==> src/hw/rtl/lsc_pkg.sv <==
// ----------------------------------------------------------------------------
// lsc_pkg
// Shared constants and types of the limit switch conditioner.
// ----------------------------------------------------------------------------
package lsc_pkg;

   // Number of filtered limit switches and default filter run length
   localparam int LSC_SWITCH_COUNT = 10;
   localparam int LSC_FILTER_RUN   = 2;

   // Ready flag sets once this many ticks have gone by
   localparam logic [2:0] LSC_READY_TICKS = 3'd4;

   // Field widths
   localparam int LSC_COUNT_WIDTH  = 12;
   localparam int LSC_STEP_WIDTH   = 10;
   localparam int LSC_CSR_WIDTH    = 12;
   localparam int LSC_CSR_IDX_WIDTH = 2;

   // Register indexes of the configuration port
   localparam logic [LSC_CSR_IDX_WIDTH-1:0] LSC_CSR_TOP_RELOAD   = 2'd0;
   localparam logic [LSC_CSR_IDX_WIDTH-1:0] LSC_CSR_LIMIT_LEVEL  = 2'd1;
   localparam logic [LSC_CSR_IDX_WIDTH-1:0] LSC_CSR_WALK_CEILING = 2'd2;

   // Register reset values
   localparam logic [LSC_STEP_WIDTH-1:0]  LSC_TOP_RELOAD_RESET   = 10'd0;
   localparam logic                       LSC_LIMIT_LEVEL_RESET  = 1'b1;
   localparam logic [LSC_COUNT_WIDTH-1:0] LSC_WALK_CEILING_RESET = 12'd2000;

   // Knead width codes
   localparam logic [1:0] LSC_WIDTH_UNKNOWN = 2'd0;
   localparam logic [1:0] LSC_WIDTH_MIN     = 2'd1;
   localparam logic [1:0] LSC_WIDTH_MED     = 2'd2;
   localparam logic [1:0] LSC_WIDTH_MAX     = 2'd3;

   // Switch positions in the filtered vector used by the walk counter
   localparam int LSC_SW_WALK_UP   = 6;
   localparam int LSC_SW_WALK_DOWN = 7;

   // Configuration register set
   typedef struct packed {
      logic [LSC_STEP_WIDTH-1:0]  top_reload_position;
      logic                       limit_active_level;
      logic [LSC_COUNT_WIDTH-1:0] walk_count_ceiling;
   } lsc_csr_type;

   // Per-tick controls of the walk counter
   typedef struct packed {
      logic enable;
      logic pulse_level;
      logic going_up;
      logic walk_up_flag;
      logic walk_down_flag;
   } lsc_walk_ctrl_type;

endpackage

==> src/hw/rtl/lsc_channels.sv <==
// ----------------------------------------------------------------------------
// lsc channels
// Valid/ready channels for tick items and conditioned results.
// ----------------------------------------------------------------------------
interface lsc_req_if;
   logic       valid;
   logic       ready;
   logic [7:0] signal_3d;
   logic [7:0] board_byte_one;
   logic [7:0] board_byte_two;
   logic [7:0] board_byte_three;
   logic       walk_pulse_level;
   logic       walk_going_up;

   modport source (
      output valid, signal_3d, board_byte_one, board_byte_two, board_byte_three,
             walk_pulse_level, walk_going_up,
      input  ready
   );
   modport sink (
      input  valid, signal_3d, board_byte_one, board_byte_two, board_byte_three,
             walk_pulse_level, walk_going_up,
      output ready
   );
endinterface

interface lsc_rsp_if;
   logic        valid;
   logic        ready;
   logic [9:0]  filtered_switches;
   logic [2:0]  direct_switches;
   logic [1:0]  knead_width;
   logic        shoulder_touched;
   logic        front_switch_3d;
   logic        back_switch_3d;
   logic [11:0] walk_count;
   logic [9:0]  walk_step_position;
   logic        input_ready;

   modport source (
      output valid, filtered_switches, direct_switches, knead_width, shoulder_touched,
             front_switch_3d, back_switch_3d, walk_count, walk_step_position,
             input_ready,
      input  ready
   );
   modport sink (
      input  valid, filtered_switches, direct_switches, knead_width, shoulder_touched,
             front_switch_3d, back_switch_3d, walk_count, walk_step_position,
             input_ready,
      output ready
   );
endinterface

==> src/hw/rtl/lsc_run_filter.sv <==
// ----------------------------------------------------------------------------
// lsc_run_filter
// Run filter of one switch: the flag sets after FILTER_RUN high samples in a
// row and clears after FILTER_RUN low samples in a row.
// ----------------------------------------------------------------------------
module lsc_run_filter #(
   parameter int FILTER_RUN = lsc_pkg::LSC_FILTER_RUN
) (
   input  logic clock,
   input  logic reset,
   input  logic enable,
   input  logic level,
   output logic flag_in
);
   import lsc_pkg::*;

   localparam int RunWidth = $clog2(FILTER_RUN + 1);
   localparam logic [RunWidth-1:0] RunMax = RunWidth'(FILTER_RUN);

   logic [RunWidth-1:0] high_run_ff, high_run_in;
   logic [RunWidth-1:0] low_run_ff, low_run_in;
   logic                flag_ff;

   // Advance the run of the sampled level, restart the other one
   always_comb begin
      high_run_in = high_run_ff;
      low_run_in  = low_run_ff;
      flag_in     = flag_ff;
      if (level) begin
         low_run_in  = '0;
         high_run_in = (high_run_ff < RunMax) ? high_run_ff + 1'b1 : RunMax;
         if (high_run_in == RunMax) flag_in = 1'b1;
      end else begin
         high_run_in = '0;
         low_run_in  = (low_run_ff < RunMax) ? low_run_ff + 1'b1 : RunMax;
         if (low_run_in == RunMax) flag_in = 1'b0;
      end
   end

   // Hold state between transfers
   always_ff @(posedge clock) begin
      if (reset) begin
         high_run_ff <= '0;
         low_run_ff  <= '0;
         flag_ff     <= 1'b0;
      end else if (enable) begin
         high_run_ff <= high_run_in;
         low_run_ff  <= low_run_in;
         flag_ff     <= flag_in;
      end
   end

endmodule

==> src/hw/rtl/lsc_walk_counter.sv <==
// ----------------------------------------------------------------------------
// lsc_walk_counter
// Walk pulse edge counter with saturation at zero and at the ceiling, and
// reload when a walk limit switch is reached.
// ----------------------------------------------------------------------------
module lsc_walk_counter (
   input  logic                                     clock,
   input  logic                                     reset,
   input  lsc_pkg::lsc_csr_type                     csr,
   input  lsc_pkg::lsc_walk_ctrl_type               ctrl,
   output logic [lsc_pkg::LSC_COUNT_WIDTH-1:0]      count_in
);
   import lsc_pkg::*;

   logic                       last_level_ff;
   logic [LSC_COUNT_WIDTH-1:0] count_ff;
   logic                       pulse_edge;

   assign pulse_edge = ctrl.pulse_level != last_level_ff;

   // Step the count on a pulse edge, then apply the limit reload
   always_comb begin
      count_in = count_ff;
      if (pulse_edge) begin
         if (ctrl.going_up) begin
            if (count_ff < csr.walk_count_ceiling) count_in = count_ff + 1'b1;
            if (ctrl.walk_up_flag == csr.limit_active_level) begin
               count_in = {csr.top_reload_position, 2'b00};
            end
         end else begin
            if (count_ff != '0) count_in = count_ff - 1'b1;
            if (ctrl.walk_down_flag == csr.limit_active_level) count_in = '0;
         end
      end
   end

   // Hold count and last pulse level between transfers
   always_ff @(posedge clock) begin
      if (reset) begin
         last_level_ff <= 1'b0;
         count_ff      <= '0;
      end else if (ctrl.enable) begin
         last_level_ff <= ctrl.pulse_level;
         count_ff      <= count_in;
      end
   end

endmodule

==> src/hw/rtl/limit_switch_conditioner.sv <==
// ----------------------------------------------------------------------------
// limit_switch_conditioner
// Conditions the limit switches of a chair and counts its walk pulses.
// ----------------------------------------------------------------------------
// Each transfer on req is one 5 ms tick. The tick updates the switch filters,
// knead width latch, walk count and ready flag in the cycle it is taken, and
// its result appears on rsp in the next cycle from the result register. One
// tick is taken every cycle as long as the result register is free or is
// being emptied in the same cycle; a stalled rsp holds req off. Configuration
// writes on the csr port take effect at the next tick.
module limit_switch_conditioner #(
   parameter int FILTER_RUN = lsc_pkg::LSC_FILTER_RUN
) (
   input  logic                                   clock,
   input  logic                                   reset,
   lsc_req_if.sink                                req_if,
   lsc_rsp_if.source                              rsp_if,
   input  logic                                   csr_write_enable,
   input  logic [lsc_pkg::LSC_CSR_IDX_WIDTH-1:0]  csr_index,
   input  logic [lsc_pkg::LSC_CSR_WIDTH-1:0]      csr_write_data
);
   import lsc_pkg::*;

   lsc_csr_type                 csr_ff;
   logic                        accept;
   logic [LSC_SWITCH_COUNT-1:0] raw_switches;
   logic [LSC_SWITCH_COUNT-1:0] flags_in;
   lsc_walk_ctrl_type           walk_ctrl;
   logic [LSC_COUNT_WIDTH-1:0]  count_in;
   logic [2:0]                  tick_tally_ff, tick_tally_in;
   logic                        ready_flag_ff, ready_flag_in;
   logic [1:0]                  width_ff, width_in;
   logic                        rsp_valid_ff;

   // Configuration registers
   always_ff @(posedge clock) begin
      if (reset) begin
         csr_ff.top_reload_position <= LSC_TOP_RELOAD_RESET;
         csr_ff.limit_active_level  <= LSC_LIMIT_LEVEL_RESET;
         csr_ff.walk_count_ceiling  <= LSC_WALK_CEILING_RESET;
      end else if (csr_write_enable) begin
         case (csr_index)
            LSC_CSR_TOP_RELOAD: begin
               csr_ff.top_reload_position <= csr_write_data[LSC_STEP_WIDTH-1:0];
            end
            LSC_CSR_LIMIT_LEVEL: begin
               csr_ff.limit_active_level <= csr_write_data[0];
            end
            LSC_CSR_WALK_CEILING: begin
               csr_ff.walk_count_ceiling <= csr_write_data[LSC_COUNT_WIDTH-1:0];
            end
            default: begin
            end
         endcase
      end
   end

   // Take a tick whenever the result register is free or drains this cycle
   assign req_if.ready = !rsp_valid_ff || rsp_if.ready;
   assign accept       = req_if.valid && req_if.ready;

   // Gather raw switch levels, flex switches are active low
   assign raw_switches = {
      ~req_if.board_byte_three[0],   // flex out
      ~req_if.board_byte_three[1],   // flex in
      req_if.board_byte_two[0],      // walk down
      req_if.board_byte_two[1],      // walk up
      req_if.board_byte_two[6],      // slide down
      req_if.board_byte_two[7],      // slide up
      req_if.board_byte_one[7:4]     // back down, back up, leg down, leg up
   };

   // Filter each switch
   for (genvar i = 0; i < LSC_SWITCH_COUNT; i++) begin : g_filter
      lsc_run_filter #(
         .FILTER_RUN (FILTER_RUN)
      ) u_filter (
         .clock   (clock),
         .reset   (reset),
         .enable  (accept),
         .level   (raw_switches[i]),
         .flag_in (flags_in[i])
      );
   end

   // Walk pulse counter sees this tick's filtered limit flags
   assign walk_ctrl.enable         = accept;
   assign walk_ctrl.pulse_level    = req_if.walk_pulse_level;
   assign walk_ctrl.going_up       = req_if.walk_going_up;
   assign walk_ctrl.walk_up_flag   = flags_in[LSC_SW_WALK_UP];
   assign walk_ctrl.walk_down_flag = flags_in[LSC_SW_WALK_DOWN];

   lsc_walk_counter u_walk (
      .clock    (clock),
      .reset    (reset),
      .csr      (csr_ff),
      .ctrl     (walk_ctrl),
      .count_in (count_in)
   );

   // Count ticks up to the ready point, keep ready sticky
   always_comb begin
      tick_tally_in = (tick_tally_ff < LSC_READY_TICKS) ? tick_tally_ff + 1'b1
                                                        : tick_tally_ff;
      ready_flag_in = ready_flag_ff || (tick_tally_in == LSC_READY_TICKS);
   end

   // Latch knead width, max over med over min
   always_comb begin
      width_in = width_ff;
      if (req_if.signal_3d[0])      width_in = LSC_WIDTH_MAX;
      else if (req_if.signal_3d[1]) width_in = LSC_WIDTH_MED;
      else if (req_if.signal_3d[2]) width_in = LSC_WIDTH_MIN;
   end

   // Tick state
   always_ff @(posedge clock) begin
      if (reset) begin
         tick_tally_ff <= '0;
         ready_flag_ff <= 1'b0;
         width_ff      <= LSC_WIDTH_UNKNOWN;
      end else if (accept) begin
         tick_tally_ff <= tick_tally_in;
         ready_flag_ff <= ready_flag_in;
         width_ff      <= width_in;
      end
   end

   // Result register: load on transfer in, drop valid on transfer out
   always_ff @(posedge clock) begin
      if (reset) begin
         rsp_valid_ff <= 1'b0;
      end else if (accept) begin
         rsp_valid_ff <= 1'b1;
      end else if (rsp_if.ready) begin
         rsp_valid_ff <= 1'b0;
      end
   end

   always_ff @(posedge clock) begin
      if (accept) begin
         rsp_if.filtered_switches  <= flags_in;
         rsp_if.direct_switches    <= {~req_if.board_byte_two[4],
                                       ~req_if.board_byte_two[5],
                                       ~req_if.board_byte_two[3]};
         rsp_if.knead_width        <= width_in;
         rsp_if.shoulder_touched   <= req_if.signal_3d[4];
         rsp_if.front_switch_3d    <= req_if.signal_3d[6];
         rsp_if.back_switch_3d     <= req_if.signal_3d[5];
         rsp_if.walk_count         <= count_in;
         rsp_if.walk_step_position <= count_in[LSC_COUNT_WIDTH-1:2];
         rsp_if.input_ready        <= ready_flag_in;
      end
   end

   assign rsp_if.valid = rsp_valid_ff;

   // Checks
   a_accept_gives_result: assert property (@(posedge clock) disable iff (reset)
      accept |=> rsp_valid_ff)
      else $error("accepted tick did not produce a result");

   a_no_overwrite: assert property (@(posedge clock) disable iff (reset)
      (rsp_valid_ff && !rsp_if.ready) |-> !req_if.ready)
      else $error("input taken while a result is stalled");

   a_ready_sticky: assert property (@(posedge clock) disable iff (reset)
      ready_flag_ff |=> ready_flag_ff)
      else $error("ready flag cleared without reset");

   a_tally_bound: assert property (@(posedge clock) disable iff (reset)
      tick_tally_ff <= LSC_READY_TICKS)
      else $error("tick tally beyond ready point");

   a_ready_follows_tally: assert property (@(posedge clock) disable iff (reset)
      ready_flag_ff == (tick_tally_ff == LSC_READY_TICKS))
      else $error("ready flag out of step with tick tally");

endmodule

==> src/flat_wrapper.sv <==
// flat-port wrapper written by rule: the top's interface ports become plain ports
module limit_switch_conditioner_flat import lsc_pkg::*;
#(
   parameter int FILTER_RUN = lsc_pkg::LSC_FILTER_RUN
)
  (clock, reset, csr_write_enable, csr_index, csr_write_data, req_if_valid, req_if_signal_3d, req_if_board_byte_one, req_if_board_byte_two, req_if_board_byte_three, req_if_walk_pulse_level, req_if_walk_going_up, req_if_ready, rsp_if_valid, rsp_if_filtered_switches, rsp_if_direct_switches, rsp_if_knead_width, rsp_if_shoulder_touched, rsp_if_front_switch_3d, rsp_if_back_switch_3d, rsp_if_walk_count, rsp_if_walk_step_position, rsp_if_input_ready, rsp_if_ready);
  lsc_req_if req_if_i ();
  lsc_rsp_if rsp_if_i ();
  input  logic clock;
  input  logic reset;
  input  logic csr_write_enable;
  input  logic [lsc_pkg::LSC_CSR_IDX_WIDTH-1:0] csr_index;
  input  logic [lsc_pkg::LSC_CSR_WIDTH-1:0] csr_write_data;
  input wire logic [$bits(req_if_i.valid)-1:0] req_if_valid;
  input wire logic [$bits(req_if_i.signal_3d)-1:0] req_if_signal_3d;
  input wire logic [$bits(req_if_i.board_byte_one)-1:0] req_if_board_byte_one;
  input wire logic [$bits(req_if_i.board_byte_two)-1:0] req_if_board_byte_two;
  input wire logic [$bits(req_if_i.board_byte_three)-1:0] req_if_board_byte_three;
  input wire logic [$bits(req_if_i.walk_pulse_level)-1:0] req_if_walk_pulse_level;
  input wire logic [$bits(req_if_i.walk_going_up)-1:0] req_if_walk_going_up;
  output wire logic [$bits(req_if_i.ready)-1:0] req_if_ready;
  output wire logic [$bits(rsp_if_i.valid)-1:0] rsp_if_valid;
  output wire logic [$bits(rsp_if_i.filtered_switches)-1:0] rsp_if_filtered_switches;
  output wire logic [$bits(rsp_if_i.direct_switches)-1:0] rsp_if_direct_switches;
  output wire logic [$bits(rsp_if_i.knead_width)-1:0] rsp_if_knead_width;
  output wire logic [$bits(rsp_if_i.shoulder_touched)-1:0] rsp_if_shoulder_touched;
  output wire logic [$bits(rsp_if_i.front_switch_3d)-1:0] rsp_if_front_switch_3d;
  output wire logic [$bits(rsp_if_i.back_switch_3d)-1:0] rsp_if_back_switch_3d;
  output wire logic [$bits(rsp_if_i.walk_count)-1:0] rsp_if_walk_count;
  output wire logic [$bits(rsp_if_i.walk_step_position)-1:0] rsp_if_walk_step_position;
  output wire logic [$bits(rsp_if_i.input_ready)-1:0] rsp_if_input_ready;
  input wire logic [$bits(rsp_if_i.ready)-1:0] rsp_if_ready;
  assign req_if_i.valid = req_if_valid;
  assign req_if_i.signal_3d = req_if_signal_3d;
  assign req_if_i.board_byte_one = req_if_board_byte_one;
  assign req_if_i.board_byte_two = req_if_board_byte_two;
  assign req_if_i.board_byte_three = req_if_board_byte_three;
  assign req_if_i.walk_pulse_level = req_if_walk_pulse_level;
  assign req_if_i.walk_going_up = req_if_walk_going_up;
  assign req_if_ready = req_if_i.ready;
  assign rsp_if_valid = rsp_if_i.valid;
  assign rsp_if_filtered_switches = rsp_if_i.filtered_switches;
  assign rsp_if_direct_switches = rsp_if_i.direct_switches;
  assign rsp_if_knead_width = rsp_if_i.knead_width;
  assign rsp_if_shoulder_touched = rsp_if_i.shoulder_touched;
  assign rsp_if_front_switch_3d = rsp_if_i.front_switch_3d;
  assign rsp_if_back_switch_3d = rsp_if_i.back_switch_3d;
  assign rsp_if_walk_count = rsp_if_i.walk_count;
  assign rsp_if_walk_step_position = rsp_if_i.walk_step_position;
  assign rsp_if_input_ready = rsp_if_i.input_ready;
  assign rsp_if_i.ready = rsp_if_ready;
  limit_switch_conditioner #(.FILTER_RUN(FILTER_RUN)) u_core (.clock(clock), .reset(reset), .req_if(req_if_i), .rsp_if(rsp_if_i), .csr_write_enable(csr_write_enable), .csr_index(csr_index), .csr_write_data(csr_write_data));
endmodule
==> config.mk <==
export PLATFORM = sky130hd
export DESIGN_NAME = limit_switch_conditioner_flat
export DESIGN_NICKNAME = d
export VERILOG_FILES = /design/src/hw/rtl/lsc_pkg.sv /design/src/hw/rtl/lsc_channels.sv /design/src/hw/rtl/lsc_run_filter.sv /design/src/hw/rtl/lsc_walk_counter.sv /design/src/hw/rtl/limit_switch_conditioner.sv /design/src/flat_wrapper.sv
export SDC_FILE = /design/constraint.sdc
export NUM_CORES = 1
export LEC_CHECK = 0
export ABC_AREA = 1
export BUFFER_PORTS_ARGS = -buffer_cell sky130_fd_sc_hd__buf_2
export CAP_MARGIN = 15
export CORE_ASPECT_RATIO = 1.5
export CORE_MARGIN = 2
export CORE_UTILIZATION = 35
export CTS_CLUSTER_SIZE = 10
export DETAILED_ROUTE_END_ITERATION = 8
export GPL_TIMING_DRIVEN = 0
export PLACE_DENSITY = 0.65
export SYNTH_ARGS = -nofsm -noshare
export SYNTH_HDL_FRONTEND = slang
export SYNTH_SLANG_ARGS = --single-unit
==> constraint.sdc <==
create_clock -name clock -period 5.4 [get_ports clock]
set_input_delay 0.81 -clock clock [delete_from_list [all_inputs] [get_ports clock]]
set_output_delay 0.81 -clock clock [all_outputs]
set_load 0.01 [all_outputs]
==> impl_summary.md, run 1 <==
Logic synthesis
By area, the combinational part of the netlist is dominated by simple AND/OR/NAND/NOR gates. Of the total synthesized cell area, the portion taken by XOR and XNOR cells is 2.431%. The synthesized netlist devotes 12.20% of its cell area to compound gates. The synthesized netlist devotes 3.090% of its cell area to adder and majority cells.

Sequential cells were found to cover 45.98% of the synthesized design area. Synthesis produced a netlist with a net count of 884. Ranked by total cell area, the synthesized netlist is headed by dfxtp_1 (31%), edfxtp_1 (15%), nand2_1 (11%).

Of the post-synthesis cell area, the dominant cell type holds 30.66%. The most numerous cell in the Yosys netlist is nand2_1. The share of synthesized registers carrying an async set or reset is 0%. For this run, the number of Yosys warnings is 0. The synthesized netlist contains 35 unique library cells. Ranked by instance count, the synthesized netlist is headed by nand2_1 (182), nor2_1 (116), dfxtp_1 (93). Among all flip-flop cells after synthesis, the most frequent one is dfxtp_1. The cell type contributing the most total cell area after synthesis is dfxtp_1. Synthesis produced 816 cells. Summing every instance area after synthesis gives 6073 µm². The number of flip-flops and latches in the synthesized netlist is 124. Yosys mapped a number of flops with a built-in enable equal to 31. The fraction of the mapped netlist area in simple logic gates is 27.30%. The per-instance average area after synthesis is 7.443 µm². In the synthesized netlist, mux cells make up 0% of the area.

Clock network
The clock passes through at most 2 buffers. The later-pin clock latency in the skew report is 0.41 ns. Buffers inserted to repair hold after CTS numbered 0.

The post-CTS setup-driven buffer insertion count is 0. In this run, CTS created clock tree buffers numbering 17. After clock tree synthesis, the clock-pin slew on the worst setup and hold paths is 0.05 ns. Clock tree synthesis found a total of 124 sinks. The tree is rooted in a clkbuf_16.

The TritonCTS clock tree is built. The post-cts repair resize count is 0. CTS built an H-tree with a depth of 4.

Pwr
In this run the static leakage power is 3.407 nW. The worst IR drop on VDD is 0.1835 mV. The power density over cell area is 354.0 nW/µm².

The overall power of the completed layout is 0.002598 W.

Run status
The run finished with clean final reports.

Drt
Using the TritonRoute via totals, the vias-per-cell ratio works out to 4.845. The first-pass iteration count of the detailed router is 5. In this run the remaining antenna-violating nets after routing total 0. The first routing iteration left 244 violations. The total detailed-routing wirelength is 16,370 µm. In the routed design, unresolved DRC markers number 0. The number of vias after detailed routing is 5,548.

Dividing the detail-routed wire length by the instance count gives 14.30 µm.

Floorplanning
The top-level I/O count is 96. The row count is 59. The die covers 18,440 µm². In this run the horizontal extent of the chip is 111.6 µm.

The area of the placeable core is 17,200 µm². The die extent in y is 165.3 µm. The initial core utilization is 35.31%.

Finish
The fraction of layout cells with a size suffix above 1 is 17.40%. After filler insertion, the fill cell instance count of the layout stands at 1,753. The area growth from synthesis to layout is 20.85%. Across the whole layout, storage elements account for 2793 µm².

Summing all non-filler instances in the final layout gives an area of 7340 µm². The multi-input combinational cells in the finished layout cover a total of 2734 µm². In the final design database the tool counted 986 nets.

GRT
The first global-routing pass estimated 26,080 µm of wire. The global-route total usage across every layer is 17.95%. After global routing the overflow that remains totals 0. Entering global routing, the biggest net connects 24 pins.

The number of antenna violations at the first check in global routing is 0. The via count of the first global-routing pass came to 5,302.

Setup path
The worst setup path is captured at a flip-flop. The worst-case register-to-register setup slack is 3.11 ns. The highest fanout seen on the critical path is 23. The arrival time reported for the critical path endpoint is 2.43 ns.

The element type at the critical path start is an input pin. STA puts the critical path data required time at 5.50 ns. The critical path is of the in -> reg type.

STA
Setup repair after global routing left no endpoint under its margin. Adding up every negative setup slack in the final design gives 0 ns. At the pin with the least slew margin, the transition time is 0.6218 ns. Static timing analysis puts the maximum clock frequency at 429.1 MHz.

The number of pins exceeding their max-slew limit in the final report is 0. The number of hold-slack violations in the final timing report was 0. Measured against its own limit, the worst slew margin works out to 58.54%. Setup violations remaining at the end of the flow were counted as 0.

For the final database, setup skew stands at 0.009416 ns. Of the available clock period, the critical path in the final layout requires 43.16%. The clock period could shrink to 2.330 ns.

Flow run
The max-cap check violation count is 0.

Place
In this run the cell area measured after placement is 6771 µm². The final HPWL from detailed placement is 11,970 µm. The congestion estimate from routability-driven global placement came to 0.9128. Input and output buffers added on the ports amount to 82.

Min path
The worst hold-check path type is reg -> reg.
==> final cells by class <==
type	instances	share of cell area, %
Antenna cell	1	0.03409
Buffer	42	2.847
Clock buffer	19	6.035
Clock inverter	13	1.671
Inverter	89	4.620
Multi-Input combinational cell	561	37.25
Sequential cell	124	38.05
Tap cell	213	3.631
Timing Repair Buffer	83	5.864
==> registers in the layout (all words and copies together) (netlist names), 3 cells and up <==
name,cells
u_core.rsp_if.filtered_switches,10
u_core.rsp_if.walk_step_position,10
u_core.tick_tally_ff,3
u_core.g_filter.u_filter.flag_ff,10
u_core.g_filter.u_filter.high_run_ff,20
u_core.g_filter.u_filter.low_run_ff,20
u_core.u_walk.count_ff,12
u_core.csr_ff,23
u_core.rsp_if.direct_switches,3
==> layer usage <==
metal / routed length (µm) / track usage (%) / up-vias
met2: 8851 / 34.89 / 131
li1: - / - / 2843
met5: 0 / 0 / -
met3: 605 / 3.102 / 27
met4: 483 / 8.305 / 0
met1: 6430 / 18.66 / 2547
==> metrics by stage <==
stage / util, % / cells / worst slack, ns / hold slack (ns)
final: 42.67 / 1145 / 3.070 / 0.4636
after global routing: 42.66 / 1144 / 2.917 / 0.4811
after CTS: 42.66 / 1144 / 3.039 / 0.4653
after detailed placement: 39.37 / 1112 / 2.614 / 0.4567
after global placement: 39.24 / 1111 / 1.451 / 0.4514
after floorplan: - / 816 / 2.528 / 0.4331
==> final timing paths <==
path                                                   from                                         to  cells after the start
hold / removal    u_core.g_filter[2].u_filter.low_run_ff[0]  u_core.g_filter[2].u_filter.low_run_ff[0]                      2
hold reg to reg   u_core.g_filter[2].u_filter.low_run_ff[0]  u_core.g_filter[2].u_filter.low_run_ff[0]                      2
setup reg to reg                  u_core.u_walk.count_ff[7]        u_core.rsp_if.walk_step_position[4]                     15
setup / recovery                               rsp_if_ready                  u_core.rsp_if.input_ready                      8
==> cell usage in the layout, fill, tap and decap left out, types with 17 or more instances in the layout <==
cell and instances:
inv_1 80, dfxtp_1 93, a21oi_1 73, nand3_1 46, edfxtp_1 31, nor2_1 116
clkbuf_16 17, nand2_1 182, buf_2 91, o21ai_0 53, clkbuf_1 17
==> power breakdown <==
group | total (W) | leakage, nW | internal [W] | switching (W)
combinational | 0.000437 | 2.06 | 0.000155 | 0.000281
sequential | 0.00106 | 1.07 | 0.00102 | 0.0000407
clock | 0.00110 | 0.280 | 0.000685 | 0.000413
==> worst max-delay path, stage by stage <==
cell and delay (ns):
buf_2 0.07, inv_1 0.03, nand2_1 0.08, nand2_1 0.10, inv_1 0.09, clkbuf_1 0.43
clkbuf_2 0.55, buf_12 0.26
==> cell families after synthesis <==
group	Yosys count
and+or+nand+nor	389
DFF	124
buffers and inverters	131
AOI/OAI and AO/OA	141
xor gates and xnor gates	16
adders and majority gates	15
Power figures use the tool's default switching activity.
==> run 2: changes to the inputs <==
ABC_AREA = 0   (was 1)
PLACE_DENSITY = 0.67   (was 0.65)
clock period = 2 ns   (was 5.4 ns; I/O delays follow)
==> impl_summary.md, run 2 <==
Clock network
The CTS H-tree depth is 4 (unchanged). The cell chosen for the clock root is clkbuf_16. The clock-pin slew on the worst setup and hold paths was 0.06 ns (about the same).

The TritonCTS clock tree is built. The later-pin clock latency in the skew report is 0.43 ns (+0.02 ns). The number of buffers on the longest clock path is 2 (unchanged). The number of sinks driven by the clock tree came to 124 (unchanged).

The TritonCTS buffer count was 17 (unchanged).

Setup path
The arrival time reported for the critical path endpoint came to 2.60 ns (+0.17 ns). The sum of buffers and inverters on the critical path came to 6 (unchanged). The highest fanout seen on the critical path is 4 (-83%). The worst setup path is captured at a flip-flop. The slowest stage cell on the critical path is or3b_4. The element type at the critical path start is a flip-flop. The maximum cell stage delay along the critical path is 0.39 ns (-0.16 ns). The family with the most delay on the worst path is simple AND/OR/NAND/NOR gates.

The data required time at the worst endpoint is 2.16 ns (-3.34 ns). The critical path class is reg -> reg. The cell occurring most often along the worst timing path is buf_6.

Traced cell by cell, the critical path runs through buf_8 > clkinv_4 > ha_4 > or3b_4 > buf_6 > nor4b_4 > buf_6 > buf_6 > o41ai_4 > buf_4 > o211ai_1 > nand3_1.

Finish
The diode insertion count for antenna repair was 0 (-1). The number of flip-flops in the largest register is 23 (unchanged). The post-layout instance count excluding filler cells was 1,095 (-4.4%). The number of nets in the layout is 937 (-5.0%). The fraction of layout cells with a size suffix above 1 is 31.97% (+15 points).

From synthesis to final layout, the design area changed by 37.63%. The design area came to 8576 µm² (+17%). The filler cell count in the final layout is 1,607 (-8.3%). The register with the most flip-flops in the final layout is u_core.csr_ff. The largest registers in the layout are u_core.csr_ff x23, u_core.g_filter.u_filter.high_run_ff x20, u_core.g_filter.u_filter.low_run_ff x20. The final core utilization is 49.22% (+6.6 points). The library cell used most frequently in the layout, excluding fill and tap cells, is nor2_1.

In the layout the commonest cells are nor2_1 (84), buf_2 (82), dfxtp_1 (81), nand2_1 (73), a21oi_1 (60).

STA
The smallest clock period supported by the final layout is computed as 2.437 ns. The number of hold-slack violations in the final timing report is 0 (unchanged). The number of pins exceeding their max-slew limit in the final report is 0 (unchanged). The slew at the pin with the worst max-slew slack is 0.8429 ns (+0.2211 ns). The post-route clock period utilization is 121.9%. Setup repair after global routing could not meet its margin everywhere. The worst clock skew came to 0.01143 ns (+0.002017 ns).

The worst slew margin relative to its limit came to 43.60% (-15 points). The slack of the critical path is -0.4372 ns (-3.507 ns). The final setup violation count is 24 (+24). The post-route worst hold slack is 0.05234 ns (-0.4113 ns).

Derived from the worst setup path, the maximum achievable clock frequency is 410.3 MHz.

Logic synthesis
The post-synthesis mux area share was 2.088% (+2.1 points). The net count after synthesis is 788 (-11%). The number of flip-flops and latches in the synthesized netlist is 124 (unchanged). The number of enable flip-flop cells after synthesis was 31 (unchanged).

The area share of the largest cell type after synthesis was 29.88% (-0.78 points). The synthesized-area fraction occupied by adder cells was 3.012% (-0.078 points). Yosys attributes the largest share of cell area to dfxtp_1 (30%), edfxtp_1 (15%), nor2_1 (5.3%). The per-instance average area after synthesis is 8.654 µm² (+16%). The register area share after synthesis came to 44.82% (-1.2 points). The xor and xnor fraction of the mapped netlist area is 1.124% (-1.3 points). The share of synthesized registers carrying an async set or reset came to 0% (unchanged). The total number of yosys warnings came to 0 (unchanged). Counting instances in the post-synthesis netlist gives the leading cell types as dfxtp_1 (93), nor2_1 (88), nand2_1 (74). In the synthesized netlist the dominant register cell turns out to be dfxtp_1. The share of the synthesized area in compound gates (AO/OA/AOI/OAI) is 23.55% (+11 points). The most numerous cell in the Yosys netlist is dfxtp_1. By area, the combinational part of the netlist is dominated by compound AO/OA/AOI/OAI gates.

The synthesized netlist cell count was 720 (-12%). The cell type contributing the most total cell area after synthesis is dfxtp_1. The fraction of the mapped netlist area in simple logic gates is 19.58% (-7.7 points). The cell area after synthesis is 6231 µm² (+2.6%).

The count of unique library cells instantiated by Yosys is 74 (+110%).

Floorplanning
The die extent in y is 167.4 µm (+1.3%). The die area is 18,910 µm² (+2.5%). The area of the placeable core came to 17,420 µm² (+1.3%).

The initial core utilization is 35.77% (+0.46 points). The die width is 112.9 µm (+1.2%). The top-level I/O count is 96 (unchanged). The row count is 59 (unchanged).

Drt
The number of DRC markers in iteration 0 is 349 (+43%). The first-pass iteration count of the detailed router was 7 (+2). The number of vias per cell after detailed routing was 5.699 (+18%). The total detailed-routing wirelength is 21,540 µm (+32%). The DRC violations left is 4 (+4). The wire length per cell after detailed routing is 19.67 µm (+38%). The number of vias after detailed routing is 6,240 (+12%). The count of antenna-violating nets left after detailed routing was 0 (unchanged).

Pwr
The leakage power figure is 3.367 nW (-1.2%). The worst IR drop on VDD came to 0.4998 mV (+170%). The power density over cell area was 965.5 nW/µm² (+170%).

GRT
The remaining global-route overflow is 0 (unchanged). The global-route total usage across every layer is 21.72% (+3.8 points). The number of antenna violations at the first check in global routing was 0 (unchanged). The via count of the first global-routing pass came to 5,878 (+11%). The first-pass GRT wire length is 31,570 µm (+21%). The pin count of the biggest net entering global routing is 41 (+71%).

Place
The instance count after placement with tap cells included is 1,013 (-8.9%). The routability-driven placement congestion ratio came to 0.9681 (+6.1%). The final HPWL from detailed placement is 14,300 µm (+19%).

The placed standard-cell area is 7027 µm² (+3.8%). The count of buffers from port buffering came to 80 (-2.4%).

Run status
The final reports fail on design-rule violations, negative setup slack. The run finished, with violations left.

Min path
The min-delay analysis places its worst path in the category in -> reg.

Flow run
The max-cap check violation count is 0 (unchanged).
## run 2: cells by family (layout without fill, tap and decap cells)
logic type      after synthesis  in the layout
buf+inv                      82            244
mux                          13             13
flops                       124            124
simple gates                256            256
compound gates              222            222
xor+xnor                      8              8
fa+ha+maj                    15             15
## run 2: final timing paths
kind / endpoint / depth (start not counted) / start / slack (ns)
max: u_core.rsp_if.walk_step_position[9] / 12 / u_core.u_walk.count_ff[0] / -0.44
min: u_core.rsp_if.front_switch_3d / 1 / req_if_signal_3d[6] / 0.05
min reg2reg: u_core.g_filter[0].u_filter.flag_ff / 2 / u_core.g_filter[0].u_filter.flag_ff / 0.46
max reg2reg: u_core.rsp_if.walk_step_position[9] / 12 / u_core.u_walk.count_ff[0] / -0.44
## run 2: routing by layer
layer / track usage [%] / vias to the layer above / wire length (µm)
li1: - / 2922 / -
met1: 22.37 / 2954 / 7722
met2: 39.47 / 272 / 11120
met3: 4.850 / 92 / 1278
met4: 13.31 / 0 / 1421
met5: 0 / - / 0
## run 2: repair_timing
item	4_1_cts	5_1_grt
setup endpoints to repair	84	75
hold buffers	0	0
gates resized for setup	68	68
setup buffers	32	22
pin swaps	40	40
## run 2: power breakdown
part / internal (W) / leakage [nW] / switching (W)
Combinational: 0.000967 / 1.99 / 0.00118
Sequential: 0.00275 / 1.07 / 0.000115
Clock: 0.00207 / 0.304 / 0.00120
## run 2: final cells by class
class / instances / area, µm² / share of cell area (%)
buffer: 52 / 325.3 / 3.793
sequential: 124 / 2820 / 32.89
tap: 213 / 266.5 / 3.108
timing repair buffer: 132 / 835.8 / 9.746
inverter: 28 / 112.6 / 1.313
clock buffer: 20 / 466.7 / 5.442
clock inverter: 12 / 157.7 / 1.838
multi-input combinational: 514 / 3591 / 41.87
## run 2: stage by stage
stage | TNS (ns) | power, W | setup slack [ns]
finish | -8.014 | 0.008280 | -0.4372
CTS | -6.438 | 0.007944 | -0.4324
detailed placement | -43.01 | 0.004344 | -0.8261
global route | -9.620 | 0.008568 | -0.5219
floorplan | -2.850 | 0.003868 | -0.3053
global placement | -40.90 | 0.004340 | -0.9097
